`src/rtl/nfk_pkg.sv`:
```
// Shared types and constants of the next free key finder.
package nfk_pkg;

    localparam int TABLE_DEPTH = 1024;
    localparam int KEY_W       = 16;
    localparam int IDX_W       = $clog2(TABLE_DEPTH);
    localparam int CNT_W       = $clog2(TABLE_DEPTH + 2);

    localparam int IN_ITEM_W   = IDX_W + KEY_W + CNT_W;
    localparam int IN_TDATA_W  = ((IN_ITEM_W + 7) / 8) * 8;
    localparam int IN_PAD_W    = IN_TDATA_W - IN_ITEM_W;
    localparam int OUT_ITEM_W  = KEY_W + CNT_W;
    localparam int OUT_TDATA_W = ((OUT_ITEM_W + 7) / 8) * 8;
    localparam int OUT_PAD_W   = OUT_TDATA_W - OUT_ITEM_W;

    localparam logic CMD_WRITE = 1'b0;
    localparam logic CMD_QUERY = 1'b1;

    typedef enum logic [2:0] {
        S_IDLE,
        S_BIS,
        S_BIS_CMP,
        S_CHK,
        S_WALK,
        S_WALK_CMP,
        S_DONE
    } t_state;

    // Request item, last field in the lowest bits.
    typedef struct packed {
        logic [CNT_W-1:0] entries_used;
        logic [KEY_W-1:0] key_value;
        logic [IDX_W-1:0] entry_index;
    } t_in_item;

    // Result item, last field in the lowest bits.
    typedef struct packed {
        logic [CNT_W-1:0] insert_position;
        logic [KEY_W-1:0] free_key;
    } t_result;

    typedef struct packed {
        logic             en;
        logic             we;
        logic [IDX_W-1:0] addr;
        logic [KEY_W-1:0] wdata;
    } t_ram_req;

endpackage

```
`src/rtl/nfk_seq.sv`:
```
// Search sequencer: bisection, forward walk and table writes over the key RAM.
module nfk_seq import nfk_pkg::*; (
    input  logic             i_clk,
    input  logic             i_rst_n,
    input  logic             i_valid,
    input  logic             i_cmd,
    input  t_in_item         i_item,
    output logic             o_ready,
    output t_ram_req         o_ram_req,
    input  logic [KEY_W-1:0] i_ram_rdata,
    output logic             o_res_valid,
    output t_result          o_res,
    input  logic             i_res_ready
);

    t_state           r_state, n_state;
    logic [KEY_W-1:0] r_key, n_key;
    logic [CNT_W-1:0] r_cnt, n_cnt;
    logic [CNT_W-1:0] r_lo, n_lo;
    logic [CNT_W-1:0] r_hi, n_hi;
    logic [CNT_W-1:0] r_pos, n_pos;
    logic             r_second, n_second;
    logic             r_restart, n_restart;

    logic [CNT_W:0]   w_sum;
    logic [CNT_W-1:0] w_mid;
    logic [CNT_W-1:0] w_mid_m1;
    logic [CNT_W-1:0] w_lo_m1;
    logic [CNT_W-1:0] w_span;
    logic             w_more;
    logic [CNT_W-1:0] w_cnt_sat;
    logic [KEY_W-1:0] w_key_inc;
    logic             w_walk_in;
    logic             w_hit;

    assign w_sum     = {1'b0, r_hi} + {1'b0, r_lo};
    assign w_mid     = w_sum[CNT_W:1];
    assign w_mid_m1  = w_mid - CNT_W'(1);
    assign w_lo_m1   = r_lo - CNT_W'(1);
    assign w_span    = r_hi - r_lo;
    assign w_more    = (w_span > CNT_W'(1));
    assign w_cnt_sat = (i_item.entries_used > CNT_W'(TABLE_DEPTH)) ?
                       CNT_W'(TABLE_DEPTH) : i_item.entries_used;
    assign w_key_inc = r_key + KEY_W'(1);
    assign w_walk_in = (r_pos < r_cnt);
    assign w_hit     = (i_ram_rdata == r_key);

    // Next state.
    always_comb begin
        n_state = r_state;
        unique case (r_state)
            S_IDLE: begin
                if (i_valid && (i_cmd == CMD_QUERY)) n_state = S_BIS;
            end
            S_BIS: begin
                if (w_more) n_state = S_BIS_CMP;
                else if (r_second || (r_lo == '0)) n_state = S_DONE;
                else n_state = S_CHK;
            end
            S_BIS_CMP: n_state = S_BIS;
            S_CHK: begin
                n_state = w_hit ? S_WALK : S_DONE;
            end
            S_WALK: begin
                n_state = w_walk_in ? S_WALK_CMP : S_BIS;
            end
            S_WALK_CMP: begin
                priority if (i_ram_rdata < r_key) n_state = S_WALK;
                else if (w_hit) n_state = ((w_key_inc == '0) && r_restart) ? S_BIS : S_WALK;
                else n_state = S_BIS;
            end
            S_DONE: begin
                if (i_res_ready) n_state = S_IDLE;
            end
            default: n_state = S_IDLE;
        endcase
    end

    // Datapath and outputs.
    always_comb begin
        n_key       = r_key;
        n_cnt       = r_cnt;
        n_lo        = r_lo;
        n_hi        = r_hi;
        n_pos       = r_pos;
        n_second    = r_second;
        n_restart   = r_restart;
        o_ready     = 1'b0;
        o_res_valid = 1'b0;
        o_ram_req   = '0;
        unique case (r_state)
            S_IDLE: begin
                o_ready = 1'b1;
                if (i_valid) begin
                    if (i_cmd == CMD_WRITE) begin
                        o_ram_req.en    = 1'b1;
                        o_ram_req.we    = 1'b1;
                        o_ram_req.addr  = i_item.entry_index;
                        o_ram_req.wdata = i_item.key_value;
                    end else begin
                        n_key    = i_item.key_value;
                        n_cnt    = w_cnt_sat;
                        n_lo     = '0;
                        n_hi     = w_cnt_sat + CNT_W'(1);
                        n_second = 1'b0;
                    end
                end
            end
            S_BIS: begin
                // Probe the middle entry, or the entry left of the insertion point.
                if (w_more) begin
                    o_ram_req.en   = 1'b1;
                    o_ram_req.addr = w_mid_m1[IDX_W-1:0];
                end else if (!r_second && (r_lo != '0)) begin
                    o_ram_req.en   = 1'b1;
                    o_ram_req.addr = w_lo_m1[IDX_W-1:0];
                end
            end
            S_BIS_CMP: begin
                if (r_key >= i_ram_rdata) n_lo = w_mid;
                else n_hi = w_mid;
            end
            S_CHK: begin
                if (w_hit) begin
                    n_pos     = w_lo_m1;
                    n_restart = 1'b0;
                end
            end
            S_WALK: begin
                if (w_walk_in) begin
                    o_ram_req.en   = 1'b1;
                    o_ram_req.addr = r_pos[IDX_W-1:0];
                end else begin
                    n_lo     = '0;
                    n_hi     = r_cnt + CNT_W'(1);
                    n_second = 1'b1;
                end
            end
            S_WALK_CMP: begin
                priority if (i_ram_rdata < r_key) begin
                    n_pos = r_pos + CNT_W'(1);
                end else if (w_hit) begin
                    n_key = w_key_inc;
                    if (w_key_inc == '0) begin
                        if (r_restart) begin
                            n_lo     = '0;
                            n_hi     = r_cnt + CNT_W'(1);
                            n_second = 1'b1;
                        end else begin
                            n_restart = 1'b1;
                            n_pos     = '0;
                        end
                    end else begin
                        // Entry equals the old key, so it is below the new one.
                        n_pos = r_pos + CNT_W'(1);
                    end
                end else begin
                    n_lo     = '0;
                    n_hi     = r_cnt + CNT_W'(1);
                    n_second = 1'b1;
                end
            end
            S_DONE: o_res_valid = 1'b1;
            default: ;
        endcase
    end

    assign o_res.free_key        = r_key;
    assign o_res.insert_position = r_lo;

    always_ff @(posedge i_clk) begin
        if (!i_rst_n) begin
            r_state <= S_IDLE;
        end else begin
            r_state <= n_state;
        end
    end

    always_ff @(posedge i_clk) begin
        r_key     <= n_key;
        r_cnt     <= n_cnt;
        r_lo      <= n_lo;
        r_hi      <= n_hi;
        r_pos     <= n_pos;
        r_second  <= n_second;
        r_restart <= n_restart;
    end

endmodule

```
`config.mk`:
```
export PLATFORM = sky130hd
export DESIGN_NAME = nfk_seq
export DESIGN_NICKNAME = d
export VERILOG_FILES = /design/src/rtl/nfk_pkg.sv /design/src/rtl/nfk_seq.sv
export SDC_FILE = /design/constraint.sdc
export NUM_CORES = 1
export LEC_CHECK = 0
export ABC_AREA = 0
export BUFFER_PORTS_ARGS = -buffer_cell sky130_fd_sc_hd__buf_2
export CORE_ASPECT_RATIO = 0.7
export CORE_MARGIN = 2
export CORE_UTILIZATION = 60
export CTS_CLUSTER_SIZE = 12
export DETAILED_ROUTE_END_ITERATION = 12
export MAX_ROUTING_LAYER = met4
export PLACE_DENSITY = 0.94
export SYNTH_ARGS = -nofsm -noshare
export SYNTH_HDL_FRONTEND = slang
export SYNTH_SLANG_ARGS = --single-unit
```
`constraint.sdc`:
```
create_clock -name i_clk -period 8.16 [get_ports i_clk]
set_input_delay 0.816 -clock i_clk [delete_from_list [all_inputs] [get_ports i_clk]]
set_output_delay 0.816 -clock i_clk [all_outputs]
set_load 0.03 [all_outputs]
```
==> reports/qor.yml <==
rows: 30
area_growth_pct: 14.97
wire_per_inst_um: 20.82
finClkSkew_ns: 0.007979
crit_start: "r_lo[0]"
whs_ns: 0.7254
synth_flop_cell: "edfxtp_1"
insertion_delay_ns: 0.34
p_leak_uw: 0.003111
clk_pin_slew_worst_paths_ns: 0.06
avgSynthCellArea_sq_um: 8.891
portBuffers: 114
async_flop_share: 0
cts_setup_buffers: 0
route.detailed.drc: 0
fmax_ghz: 0.2098
setup_viol: 0
ios: 115
diodes: 0
drive_above_1_share: 0.2020
dp_cells: 904
ant_nets: 0
critical_path_arrival_ns: 3.95
cts_tree: "built"
synth_area_sq_um: 6143
core_sq_um: 9834
ys_types: 78
crit_family: "compound AO/OA/AOI/OAI gates"
grt_pass1_vias: 5514
clock_path_buffers: 2
peakVddDrop_mv: 0.1082
fin_crit_sh: 0.5841
grt_max_degree: 31
synth_cells: 691
hpwl_um: 14950
use_met1: 0.4924
layout.nets: 900
viasPerCell: 6.530
grt_pass1_wl_um: 29990
synth_edf_count: 62
cts_sinks: 65
r2r_start: "r_state[1]"
maxSlewViolCount: 0
initial_core_util: 0.6247
finalPower_uw: 1302
hold_viol_final: 0
grt_antenna_before_repair: 0
htreeDepth: 3
critical_path_buf_inv_count: 1
worstPathCellList: "ha_1 -> fa_1 -> xor2_1 -> o311ai_1 -> a2111oi_2 -> o221a_2 -> o2111ai_1 -> nand4b_4 -> or2_0 -> o221ai_1 -> buf_2"
mappedNetlistNets: 804
routed_wl_um: 19160
ys_seq_elements: 65
crit_path_end_kind: "primary output"
die_area_sq_um: 11080
gr-usage-met2: 0.5350
vias: 6008
grt_use_total: 0.3622
die_h_um: 88.66
worstMarginPinSlew_ns: 1.259
crit_type: "flip-flop to primary output"
fin_cells: 920
period_needed_ns: 4.766
slowest_stage: "or2_0"
gp_congestion: 1.018
yosys_warnings: 0
grt_overflow: 0
fin_tns_setup_ns: 0
maxCapViolCount: 0
numCtsBuffers: 9
clockRootBuffer: "clkbuf_16"
rsz0062_at_grt: "false"
powerDensity_nw_per_um2: 184.4
maxSlewHeadroom: 0.1574
cts_hold_buf: 0
grt_busiest_layer: "met2"
hold_class: "input port to flip-flop"
slowest_delay_ns: 0.51
required_ns: 7.34
die_width_um: 124.9
status: "completed"
yosysSeqAreaShare: 0.3128
start_kind: "flip-flop"
dr.pass1.iters: 5
min_from: "i_rst_n"
cp_max_fo: 13
drtIter0Drc: 781
cts-resized-gates: 0
grt_util_met3: 0.1076
fin_util: 0.7182
-- synth_stat cells (13+ instances only) --
library cell	count	area [sq um]
nor3_1	22	110.1
a21o_1	15	112.6
a21oi_1	26	130.1
clkbuf_1	15	56.30
o21ai_0	33	165.2
buf_2	13	65.06
xnor2_1	40	350.3
inv_1	48	180.2
nand3_1	31	155.2
edfxtp_1	62	1862
nor2b_1	18	112.6
ha_1	53	663.1
nor2_1	46	172.7
xor2_1	17	148.9
nand2_1	56	210.2
and2_1	25	156.4
-- stage by stage --
stage,cell area [sq um],setup slack [ns]
2_1_floorplan,6143,3.989
3_3_place_gp,6736,3.906
3_5_place_dp,6736,3.805
4_1_cts,7063,3.462
5_1_grt,7063,3.250
6_report,7063,3.394
-- area by class of cell --
class | instances | area (sq um)
Multi-Input combinational cell | 542 | 3859
Fill cell | 760 | 2771
Sequential cell | 65 | 1922
Timing Repair Buffer | 119 | 608.1
Clock buffer | 9 | 225.2
Inverter | 50 | 187.7
Tap cell | 128 | 160.2
Clock inverter | 7 | 101.3
-- final timing paths --
kind / cells after the start / endpoint / slack (ns)
max reg2reg: 7 / r_restart / 4.11
max: 11 / o_ram_req[16] / 3.39
min: 2 / r_state[1] / 0.73
min reg2reg: 2 / r_state[0] / 0.74
-- cells in the final DEF, fill, tap and decap left out, types with 11 or more instances in the layout --
| cell type | Yosys | routed |
|---|---|---|
| a21o_1 | 15 | 15 |
| a21oi_1 | 26 | 26 |
| and2_1 | 25 | 25 |
| buf_2 | 13 | 114 |
| edfxtp_1 | 62 | 62 |
| ha_1 | 53 | 53 |
| inv_1 | 48 | 48 |
| nand2_1 | 56 | 56 |
| nand2b_1 | 11 | 11 |
| nand3_1 | 31 | 31 |
| nor2_1 | 46 | 46 |
| nor2b_1 | 18 | 18 |
| nor3_1 | 22 | 22 |
| o21ai_0 | 33 | 32 |
| o22ai_1 | 11 | 11 |
| xnor2_1 | 40 | 40 |
| xor2_1 | 17 | 17 |
-- sequential cells by signal (all words and copies together), names as in the netlist --
name,cells
r_lo,11
r_pos,11
r_cnt,11
r_restart,1
r_hi,11
r_second,1
r_key,16
r_state,3
-- where the power goes --
part / internal (uW) / switching [uW] / total (uW) / leakage [uW]
Clock: 271 / 156 / 427 / 0.000160
Combinational: 160 / 291 / 451 / 0.00234
Sequential: 395 / 29.1 / 424 / 0.000608
Total: 826 / 476 / 1300 / 0.00311
-- logic make-up (layout without fill, tap and decap cells) --
kind of cell | count (synthesis) | count (layout) | synth area share
fa+ha+maj | 55 | 55 | 0.1145
flops | 65 | 65 | 0.3128
xor+xnor | 57 | 57 | 0.08126
mux | 11 | 11 | 0.01833
compound gates | 156 | 156 | 0.1762
simple gates | 263 | 263 | 0.2379
buf+inv | 84 | 185 | 0.05906
-- routing by layer --
layer | vias up | part of all wire
met5 | - | 0
met4 | 0 | 0.018
met3 | 41 | 0.13
met2 | 452 | 0.43
met1 | 2818 | 0.42
li1 | 2697 | -
(Power assumes the default switching activity.)
